$ cat src/design/brb_pkg.sv
`timescale 1ns / 1ps
package brb_pkg;

  localparam int RING_DEPTH_DEF = 128;
  localparam int PACKET_MAX_DEF = 64;
  localparam int HEADER_BYTES   = 4;
  localparam int RESULT_LIMIT   = 64;

  // command codes on the input
  localparam logic [1:0] CMD_WRITE  = 2'd0;
  localparam logic [1:0] CMD_PACKET = 2'd1;
  localparam logic [1:0] CMD_COUNT  = 2'd2;

  // classified operations held in the queue
  localparam logic [1:0] OP_WRITE  = 2'd0;
  localparam logic [1:0] OP_PACKET = 2'd1;
  localparam logic [1:0] OP_COUNT  = 2'd2;
  localparam logic [1:0] OP_REJECT = 2'd3;

  // result status codes
  localparam logic [1:0] ST_OK     = 2'd0;
  localparam logic [1:0] ST_FULL   = 2'd1;
  localparam logic [1:0] ST_SHORT  = 2'd2;
  localparam logic [1:0] ST_BADLEN = 2'd3;

  typedef struct packed {
    logic [1:0] op;
    logic [7:0] data;
    logic [6:0] cnt;
  } brb_entry_t;

endpackage

$ cat src/design/brb_front.sv
`timescale 1ns / 1ps
module brb_front (
  input  logic               clk,
  input  logic               rst,
  input  logic               start,
  output logic               busy,
  input  logic [1:0]         cmd,
  input  logic [7:0]         data_in,
  input  logic [6:0]         read_count,
  output logic               head_valid,
  output brb_pkg::brb_entry_t head,
  input  logic               pop
);
  import brb_pkg::*;

  brb_entry_t q [2];
  logic       wr_ptr;
  logic       rd_ptr;
  logic [1:0] count;
  logic       accept;
  logic       push;
  brb_entry_t entry;

  // classify: count checks that need no buffer state are settled here
  always_comb begin
    entry.data = data_in;
    entry.cnt  = read_count;
    case (cmd)
      CMD_WRITE:  entry.op = OP_WRITE;
      CMD_PACKET: entry.op = OP_PACKET;
      CMD_COUNT: begin
        if (read_count == 7'd0 || 32'(read_count) > RESULT_LIMIT) begin
          entry.op = OP_REJECT;
        end else begin
          entry.op = OP_COUNT;
        end
      end
      default:    entry.op = OP_REJECT;
    endcase
  end

  assign busy       = (count == 2'd2);
  assign accept     = start && !busy;
  // unused command code makes no entry
  assign push       = accept && (cmd == CMD_WRITE || cmd == CMD_PACKET || cmd == CMD_COUNT);
  assign head_valid = (count != 2'd0);
  assign head       = q[rd_ptr];

  always_ff @(posedge clk) begin
    if (push) begin
      q[wr_ptr] <= entry;
    end
  end

  always_ff @(posedge clk) begin
    if (rst) begin
      wr_ptr <= 1'b0;
      rd_ptr <= 1'b0;
      count  <= 2'd0;
    end else begin
      if (push) begin
        wr_ptr <= ~wr_ptr;
      end
      if (pop) begin
        rd_ptr <= ~rd_ptr;
      end
      if (push && !pop) begin
        count <= count + 2'd1;
      end else if (pop && !push) begin
        count <= count - 2'd1;
      end
    end
  end

endmodule

$ cat src/design/brb_back.sv
`timescale 1ns / 1ps
module brb_back #(
  parameter int RING_DEPTH = brb_pkg::RING_DEPTH_DEF,
  parameter int PACKET_MAX = brb_pkg::PACKET_MAX_DEF
) (
  input  logic               clk,
  input  logic               rst,
  input  logic               head_valid,
  input  brb_pkg::brb_entry_t head,
  output logic               pop,
  output logic               strobe,
  output logic [7:0]         data_out,
  output logic               last,
  output logic [1:0]         status,
  output logic [7:0]         stored_count
);
  import brb_pkg::*;

  localparam int AW = $clog2(RING_DEPTH);
  localparam int FW = $clog2(RING_DEPTH + 1);

  localparam logic [1:0] S_IDLE  = 2'd0;
  localparam logic [1:0] S_HDR   = 2'd1;
  localparam logic [1:0] S_CHECK = 2'd2;
  localparam logic [1:0] S_DRAIN = 2'd3;

  logic [7:0]    mem [RING_DEPTH];
  logic [7:0]    mem_q;
  logic [AW-1:0] rd_addr;
  logic          mem_we;

  logic [1:0]    state;
  logic [AW-1:0] rptr;
  logic [AW-1:0] wptr;
  logic [AW-1:0] hptr;
  logic [FW-1:0] fill;
  logic [2:0]    hcnt;
  logic [7:0]    len_lo;
  logic          len_hi_nz;
  logic [6:0]    remaining;
  logic          full;

  logic          st_valid;
  logic [1:0]    st_code;
  logic [FW-1:0] st_fill;
  logic          rd_pend;
  logic          rd_last;
  logic [FW-1:0] rd_fill;
  logic [FW+7:0] st_fill_x;
  logic [FW+7:0] rd_fill_x;

  function automatic logic [AW-1:0] ptr_inc(input logic [AW-1:0] p);
    logic [AW-1:0] r;
    if (p == AW'(RING_DEPTH - 1)) begin
      r = '0;
    end else begin
      r = p + AW'(1);
    end
    return r;
  endfunction

  assign full    = (fill == FW'(RING_DEPTH));
  assign pop     = (state == S_IDLE) && head_valid;
  assign mem_we  = pop && (head.op == OP_WRITE) && !full;
  assign rd_addr = (state == S_HDR) ? hptr : rptr;

  always_ff @(posedge clk) begin
    if (mem_we) begin
      mem[wptr] <= head.data;
    end
    mem_q <= mem[rd_addr];
  end

  always_ff @(posedge clk) begin
    if (rst) begin
      state    <= S_IDLE;
      rptr     <= '0;
      wptr     <= '0;
      fill     <= '0;
      st_valid <= 1'b0;
      rd_pend  <= 1'b0;
    end else begin
      st_valid <= 1'b0;
      rd_pend  <= 1'b0;
      case (state)
        S_IDLE: begin
          if (pop) begin
            case (head.op)
              OP_WRITE: begin
                st_valid <= 1'b1;
                if (full) begin
                  st_code <= ST_FULL;
                  st_fill <= fill;
                end else begin
                  wptr    <= ptr_inc(wptr);
                  fill    <= fill + FW'(1);
                  st_code <= ST_OK;
                  st_fill <= fill + FW'(1);
                end
              end
              OP_COUNT: begin
                if (32'(head.cnt) > 32'(fill)) begin
                  st_valid <= 1'b1;
                  st_code  <= ST_SHORT;
                  st_fill  <= fill;
                end else begin
                  remaining <= head.cnt;
                  state     <= S_DRAIN;
                end
              end
              OP_PACKET: begin
                if (32'(fill) < HEADER_BYTES) begin
                  st_valid <= 1'b1;
                  st_code  <= ST_SHORT;
                  st_fill  <= fill;
                end else begin
                  hptr      <= rptr;
                  hcnt      <= 3'd0;
                  len_hi_nz <= 1'b0;
                  state     <= S_HDR;
                end
              end
              default: begin
                st_valid <= 1'b1;
                st_code  <= ST_SHORT;
                st_fill  <= fill;
              end
            endcase
          end
        end
        S_HDR: begin
          // header reads go out on counts 0..3; the registered read data is taken on counts 1..4
          hptr <= ptr_inc(hptr);
          hcnt <= hcnt + 3'd1;
          if (hcnt == 3'd1) begin
            len_lo <= mem_q;
          end else if (hcnt != 3'd0) begin
            len_hi_nz <= len_hi_nz | (|mem_q);
          end
          if (hcnt == 3'd4) begin
            state <= S_CHECK;
          end
        end
        S_CHECK: begin
          if (len_hi_nz || 32'(len_lo) < HEADER_BYTES || 32'(len_lo) > PACKET_MAX) begin
            st_valid <= 1'b1;
            st_code  <= ST_BADLEN;
            st_fill  <= fill;
            state    <= S_IDLE;
          end else if (32'(len_lo) > 32'(fill)) begin
            st_valid <= 1'b1;
            st_code  <= ST_SHORT;
            st_fill  <= fill;
            state    <= S_IDLE;
          end else begin
            remaining <= len_lo[6:0];
            state     <= S_DRAIN;
          end
        end
        S_DRAIN: begin
          rptr      <= ptr_inc(rptr);
          fill      <= fill - FW'(1);
          remaining <= remaining - 7'd1;
          rd_pend   <= 1'b1;
          rd_last   <= (remaining == 7'd1);
          rd_fill   <= fill - FW'(1);
          if (remaining == 7'd1) begin
            state <= S_IDLE;
          end
        end
        default: state <= S_IDLE;
      endcase
    end
  end

  assign st_fill_x    = {8'd0, st_fill};
  assign rd_fill_x    = {8'd0, rd_fill};
  assign strobe       = st_valid | rd_pend;
  assign data_out     = rd_pend ? mem_q : 8'd0;
  assign last         = rd_pend ? rd_last : 1'b1;
  assign status       = rd_pend ? ST_OK : st_code;
  assign stored_count = rd_pend ? rd_fill_x[7:0] : st_fill_x[7:0];

  a_fill_bound: assert property (@(posedge clk) disable iff (rst)
    32'(fill) <= RING_DEPTH)
    else $error("fill level above ring depth");

  a_one_source: assert property (@(posedge clk) disable iff (rst)
    !(st_valid && rd_pend))
    else $error("status and byte result in the same cycle");

  a_drain_run: assert property (@(posedge clk) disable iff (rst)
    rd_pend && !rd_last |=> rd_pend)
    else $error("gap inside a drained byte run");

  a_drain_cover: assert property (@(posedge clk) disable iff (rst)
    state == S_DRAIN |-> 32'(fill) >= 32'(remaining) && remaining != 7'd0)
    else $error("drain count exceeds stored bytes");

endmodule

$ cat src/design/byte_ring_buffer_packet_reader.sv
`timescale 1ns / 1ps
// write, or read refused without a header look: a single status result
// counted read of n bytes: n byte results, one byte per cycle once the run starts
// packet read: the header bytes read through the one ring read port, then a length check,
// then the bytes one per cycle or a single refusal; writes one per cycle while the back end is idle
// results cannot be held off; busy only reflects the two-entry command queue
// rst (synchronous) empties the ring and the queue; ring contents stay as they were
module byte_ring_buffer_packet_reader #(
  parameter int RING_DEPTH = brb_pkg::RING_DEPTH_DEF,
  parameter int PACKET_MAX = brb_pkg::PACKET_MAX_DEF
) (
  input  logic       clk,
  input  logic       rst,
  input  logic       start,
  output logic       busy,
  input  logic [1:0] cmd,
  input  logic [7:0] data_in,
  input  logic [6:0] read_count,
  output logic       strobe,
  output logic [7:0] data_out,
  output logic       last,
  output logic [1:0] status,
  output logic [7:0] stored_count
);
  import brb_pkg::*;

  // classified item at the queue head, handed to the back end
  brb_entry_t head;
  logic       head_valid;
  logic       pop;

  // front end: takes items, settles count checks that need no state, queues them
  brb_front u_front (
    .clk        (clk),
    .rst        (rst),
    .start      (start),
    .busy       (busy),
    .cmd        (cmd),
    .data_in    (data_in),
    .read_count (read_count),
    .head_valid (head_valid),
    .head       (head),
    .pop        (pop)
  );

  // back end: owns the ring store, pointers and fill level, and emits every result
  brb_back #(
    .RING_DEPTH (RING_DEPTH),
    .PACKET_MAX (PACKET_MAX)
  ) u_back (
    .clk          (clk),
    .rst          (rst),
    .head_valid   (head_valid),
    .head         (head),
    .pop          (pop),
    .strobe       (strobe),
    .data_out     (data_out),
    .last         (last),
    .status       (status),
    .stored_count (stored_count)
  );

endmodule

$ cat config.mk
export PLATFORM = sky130hd
export DESIGN_NAME = byte_ring_buffer_packet_reader
export DESIGN_NICKNAME = d
export VERILOG_FILES = /design/src/design/brb_pkg.sv /design/src/design/brb_front.sv /design/src/design/brb_back.sv /design/src/design/byte_ring_buffer_packet_reader.sv
export SDC_FILE = /design/constraint.sdc
export NUM_CORES = 2
export LEC_CHECK = 0
export ABC_AREA = 0
export BUFFER_PORTS_ARGS = -buffer_cell sky130_fd_sc_hd__buf_4
export CORE_UTILIZATION = 54
export DETAILED_ROUTE_END_ITERATION = 8
export PLACE_DENSITY = 0.7
export SETUP_SLACK_MARGIN = 0.15
export SYNTH_ARGS = -nofsm -noshare
export SYNTH_HDL_FRONTEND = slang
export SYNTH_SLANG_ARGS = --single-unit
$ cat constraint.sdc
create_clock -name clk -period 9.4 [get_ports clk]
set_clock_uncertainty 0.2 [all_clocks]
set_input_delay 1.88 -clock clk [delete_from_list [all_inputs] [get_ports clk]]
set_output_delay 1.88 -clock clk [all_outputs]
set_load 0.005 [all_outputs]
## Word-level counts from Yosys, hierarchy flattened

Memories as Yosys holds them, arrays and structs flattened. A register that Yosys moved wholly into a read port is not among the register bits.
Index checks and enable logic that the tools add are counted.
W data, S select, Z words.

| word-level totals | value |
|---|---|
| register bits after elaboration | 75 |
| latch bits | 0 |
| memory bits (writable) | 1058 |
| bits in read-only memories | 0 |
| bits of input ports | 20 |
| output and inout port bits | 21 |
| memories kept | 2 |

Memories:

| memory | words | bits a word | read ports | clocked after memory_dff | wr ports | RTL line | RTL |
|---|---|---|---|---|---|---|---|
| u_back.mem | 128 | 8 | 1 | 1 | 1 | brb_back.sv:27 | `logic [7:0] mem [RING_DEPTH];` |
| u_front.q | 2 | 17 | 1 | 1 | 1 | brb_front.sv:16 | `brb_entry_t q [2];` |

| cells by class | value |
|---|---|
| add/sub/neg operators | 9 |
| multiply operators | 0 |
| divide/modulo/power cells | 0 |
| magnitude comparators | 6 |
| eq/ne operators | 33 |
| shifts and indexed selects | 0 |
| mux-type cells | 74 |
| bitwise logic cells | 6 |
| reduce and logical (&&, ||, !) cells | 37 |

Operator list:

| kind | number |
|---|---|
| $mux W7 | 12 |
| $mux W8 | 10 |
| $pmux W8 S2 | 2 |
| $mux W2 | 15 |
| $pmux W8 S3 | 1 |
| $add A7 B1 Y7 const B | 3 |
| $eq A7 B7 Y1 const B | 3 |
| $pmux W7 S3 | 1 |
| $mux W1 | 20 |
| $ne A2 B2 Y1 const B | 10 |
| $lt A8 B3 Y1 const B | 2 |
| $ne A3 B3 Y1 const B | 5 |
| $pmux W7 S2 | 1 |
| $reduce_and A7 Y1 | 2 |
| $pmux W2 S3 | 2 |
| $reduce_and A6 Y1 | 2 |
| $eq A2 B2 Y1 const B | 5 |
| $reduce_bool A2 Y1 | 5 |
| $mux W3 | 3 |
| $add A8 B1 Y8 const B | 1 |
| $eq A8 B8 Y1 const B | 1 |
| $gt A7 B8 Y1 | 1 |
| $gt A8 B7 Y1 const B | 1 |
| $gt A8 B8 Y1 | 1 |
| 29 further kinds | 56 |

## Depth between registers and ports, before layout

| depth | value |
|---|---|
| depth after elaboration | 8 |
| gate-level depth with buffers | 12 |
| mapped depth without buffers | 9 |

## Modules after synthesis

A second synthesis with hierarchy kept.

| second synthesis, totals | value |
|---|---|
| cell total of the unflattened synthesis | 3328 |
| area, all modules | 47425.5 µm² |

Modules (own cells, without submodules):

| module | instances | cells an instance | area an instance (µm²) | sequential area each (µm²) |
|---|---|---|---|---|
| brb_back | 1 | 3242 | 45907.8 | 32781.4 |
| brb_front | 1 | 86 | 1517.7 | 1121.1 |

## Worst setup path before layout

OpenSTA, ideal clock, no wires.

| timing path | value |
|---|---|
| path kind | input to register |
| from | in rst |
| to | reg u_back.len_lo[0], enable pin |
| library setup time | 398 ps |
| arrival time | 3053 ps |
| setup slack | 5749 ps |
| stages on the path | 2 |
| cells stage by stage | clkbuf_1 -> nor4b_1 |

| on the way | value |
|---|---|
| longest elaborated chain between the ends | 2 |

RTL lines:

| element | RTL line | RTL |
|---|---|---|
| from (decl) | byte_ring_buffer_packet_reader.sv:13 | `input logic rst,` |
| $not A1 Y1 (no source line) | - |  |
| $reduce_and A3 Y1 (no source line) | - |  |
| to (signal assigned) | brb_back.sv:136 | `len_lo <= mem_q;` |
| to (decl) | brb_back.sv:38 | `logic [7:0] len_lo;` |

No other way between the ends.
A chain may end at the register's enable or synchronous reset.

## Worst setup path after layout

| timing path | value |
|---|---|
| from | reg u_back.state[0] |
| to | reg u_back.mem_q[0], read port of u_back.mem |

| on the way | value |
|---|---|
| longest elaborated chain between the ends | 2 |

RTL lines:

| element | RTL line | RTL |
|---|---|---|
| from (decl) | brb_back.sv:32 | `logic [1:0] state;` |
| from (signal assigned) | brb_back.sv:76 | `state <= S_IDLE;` |
| from (signal assigned) | brb_back.sv:108 | `state <= S_DRAIN;` |
| from (signal assigned) | brb_back.sv:120 | `state <= S_HDR;` |
| $eq A2 B1 Y1 | brb_back.sv:65 | `assign rd_addr = (state == S_HDR) ? hptr : rptr;` |
| $mux W7 | brb_back.sv:65 |  |
| to (decl) | brb_back.sv:28 | `logic [7:0] mem_q;` |

No other way between the ends.

==> results.json <==
{
  "outcome": "complete, no violations",
  "clk_latency_ps": 720,
  "syn_area_um2": 46800,
  "seq_area_um2": 33900,
  "num_rows": 107,
  "diodes": 0,
  "utilization_pct": 60.4,
  "tns_ps": 0,
  "ios": 41,
  "antenna_found_initial": 1,
  "ys.flop_type": "edfxtp_1",
  "pre_cts_slack_ps": 3770,
  "path_class": "register to register",
  "cp-end-kind": "register",
  "grt.overflow.total": 0,
  "chipHeight_um": 296,
  "die_area_um2": 87800,
  "cp.required_ps": 9800,
  "cp_num_buf_inv": 2,
  "dp_hpwl_mm": 72.2,
  "reg2reg_to": "u_back.mem_q[0]",
  "path_cells": "and2b_4 > mux2_8 > buf_4 > nor2_2 > buf_4 > a32oi_1 > a31oi_1 > or4_1 > nor4_1",
  "placedCellCount": 3973,
  "synth.distinct_cells": 80,
  "crit_top_cell": "buf_4",
  "clock_tree.root_cell": "clkbuf_16",
  "ir_drop_mv": 0.154,
  "drive_gt1_share_pct": 14.1,
  "cts_tree": "yes",
  "worst_path_max_delay_cell": "dfxtp_1",
  "drt_iter0_markers": 3546,
  "wl_mm": 120,
  "cts_hold_buf": 0,
  "via_per_inst": 6.59,
  "cts_made_buffers": 112,
  "syn_nets": 2982,
  "postCtsResizedCells": 0,
  "post-route-min-period_ps": 5810,
  "synth.avg_cell_area_um2": 16.0,
  "tritoncts_num_sinks": 1142,
  "place_congestion": 0.898,
  "r2r_slack_ps": 3590,
  "crit_fanout": 81,
  "max-slew-margin-rel_pct": 10.4,
  "timing.rr.start": "u_back.state[0]",
  "worst_setup_path_start_kind": "register",
  "yosysTopAreaCell": "edfxtp_1",
  "grt_pass1_vias": 26803,
  "synth_edf_count": 1103,
  "grt_pass1_wl_mm": 177,
  "postCtsSetupRepairBufs": 0,
  "synth-async-reset-ratio_pct": 0,
  "core_area_um2": 85500,
  "syn2layout_area_growth_pct": 10.5,
  "dr.pass1.iters": 6,
  "htreeDepth": 3,
  "power.leakage_nw": 16.9,
  "ant_nets": 0,
  "yosys_warnings": 0,
  "worst_pin_slew_ps": 1340,
  "yosysSeqAreaShare_pct": 72.5,
  "rsz0062_at_grt": "no",
  "cellPowerDensity_nw_per_um2": 246,
  "cp-startpoint": "u_back.state[0]",
  "cts_buffer_depth": 3,
  "slew_violations": 0,
  "vias": 27509,
  "synth.most_common_cell": "edfxtp_1",
  "maxCapViolCount": 0,
  "cts.clk_slew.worst_paths_ps": 60,
  "yosys-top-cells-area": "edfxtp_1 (71%), mux4_2 (5.5%), nand2_1 (2.7%), nor2_1 (1.7%), dfxtp_1 (1.7%)",
  "synthCells": 2932,
  "min_path_type": "register to register",
  "routedWlPerCell_um": 28.8,
  "setup_viol": 0,
  "rr_worst_depth": 9,
  "path_depth": 9,
  "drc": 0,
  "final_nets": 2993,
  "grt_max_degree": 114,
  "critical_path_arrival_ps": 6210,
  "cp-endpoint": "u_back.mem_q[0]",
  "grt_use_total_pct": 27.7,
  "max_freq_mhz": 172,
  "io_buffers": 40,
  "max_stage_delay_ps": 1020,
  "setup_slack_ps": 3590,
  "synth.top_cell.area_share_pct": 70.8,
  "layout_worst_path_cycle_share_pct": 61.8,
  "hold_viol": 0,
  "final_cell_count_no_fill": 4177,
  "initial_core_util_pct": 54.7,
  "multi_input_area_um2": 11700,
  "synth-seq-cells": 1142,
  "fill_cells": 6113,
  "die_w_um": 296,
  "synth_top_cells_by_count": "edfxtp_1 (1103), nand2_1 (340), nor2_1 (215)",
  "cpLargestDelayFamily": "simple AND/OR/NAND/NOR gates"
}
[layout make-up]
class                           count  area share, %
Tap cell                         1144           2.77
Inverter                           62          0.450
Clock buffer                      148           5.82
Multi-Input combinational cell   1533           22.7
Timing Repair Buffer               92           1.39
Clock inverter                     56           1.28
Sequential cell                  1142           65.6
[power by group]
| part | total [mW] | internal, mW | switching [mW] |
|---|---|---|---|
| clock network | 4.49 | 2.59 | 1.90 |
| registers | 6.15 | 6.04 | 0.115 |
| logic | 2.07 | 0.606 | 1.46 |
| total | 12.7 | 9.23 | 3.48 |
[worst min-delay path by stage]
stage,cells after the start,endpoint,start,slack [ps]
5_1_grt,2,u_back.rptr[0],u_back.rptr[0],360
6_report,2,u_front.rd_ptr,u_front.rd_ptr,320
2_1_floorplan,0,u_back.len_lo[2],u_back.mem_q[2],220
3_5_place_dp,2,u_front.rd_ptr,u_front.rd_ptr,310
3_3_place_gp,2,register,u_front.rd_ptr,290
4_1_cts,2,u_front.rd_ptr,u_front.rd_ptr,330
[per-stage QoR]
step           total power [mW]  hold WS [ps]  instance area, um^2
2_1_floorplan              7.50           223                46800
3_3_place_gp               8.23           292                48000
3_5_place_dp               8.29           312                48000
4_1_cts                    12.7           330                51700
5_1_grt                    13.0           360                51700
6_report                   12.7           324                51700
[layer usage]
layer	global-route usage [%]	share of wire, %	vias to the layer above
met5	0	0.0066	-
met4	10.6	3.6	2
met3	6.30	11	274
met2	42.4	47	1748
met1	39.0	39	13868
li1	-	-	11617
[cells in the final DEF (no fill, tap or decap), types with 58 or more instances in the layout]
cell type	count
a2111oi_0	60
buf_4	89
edfxtp_1	1103
nor2_1	207
inv_1	61
mux4_2	114
clkbuf_16	114
mux2i_1	67
nand3_1	100
o211a_1	65
nand2_1	340
o211ai_1	58
[tightest hold or removal path: cells and delay by family, from the launching register on]
family        cells  cell delay, ps
xor+xnor          1              90
flops             1             320
simple gates      1              80
[kinds of logic after synthesis]
family	share of synthesized area, %
mux	7.84
compound gates	8.11
simple gates	7.33
fa+ha+maj	0.802
buf+inv	2.65
xor+xnor	0.805
flops	72.5
[flip-flops by register name (all words and copies together), names as in the netlist, 2 cells and up, named ones only]
signal and count:
u_back.fill 8, u_back.hcnt 3, u_back.hptr 7, u_back.len_lo 8
u_back.mem 1024, u_back.mem_q 8, u_back.rd_fill 8, u_back.remaining 7
u_back.rptr 7, u_back.st_code 2, u_back.st_fill 8, u_back.state 2
u_back.wptr 7, u_front.count 2, u_front.q 34
(Power assumes the default switching activity.)
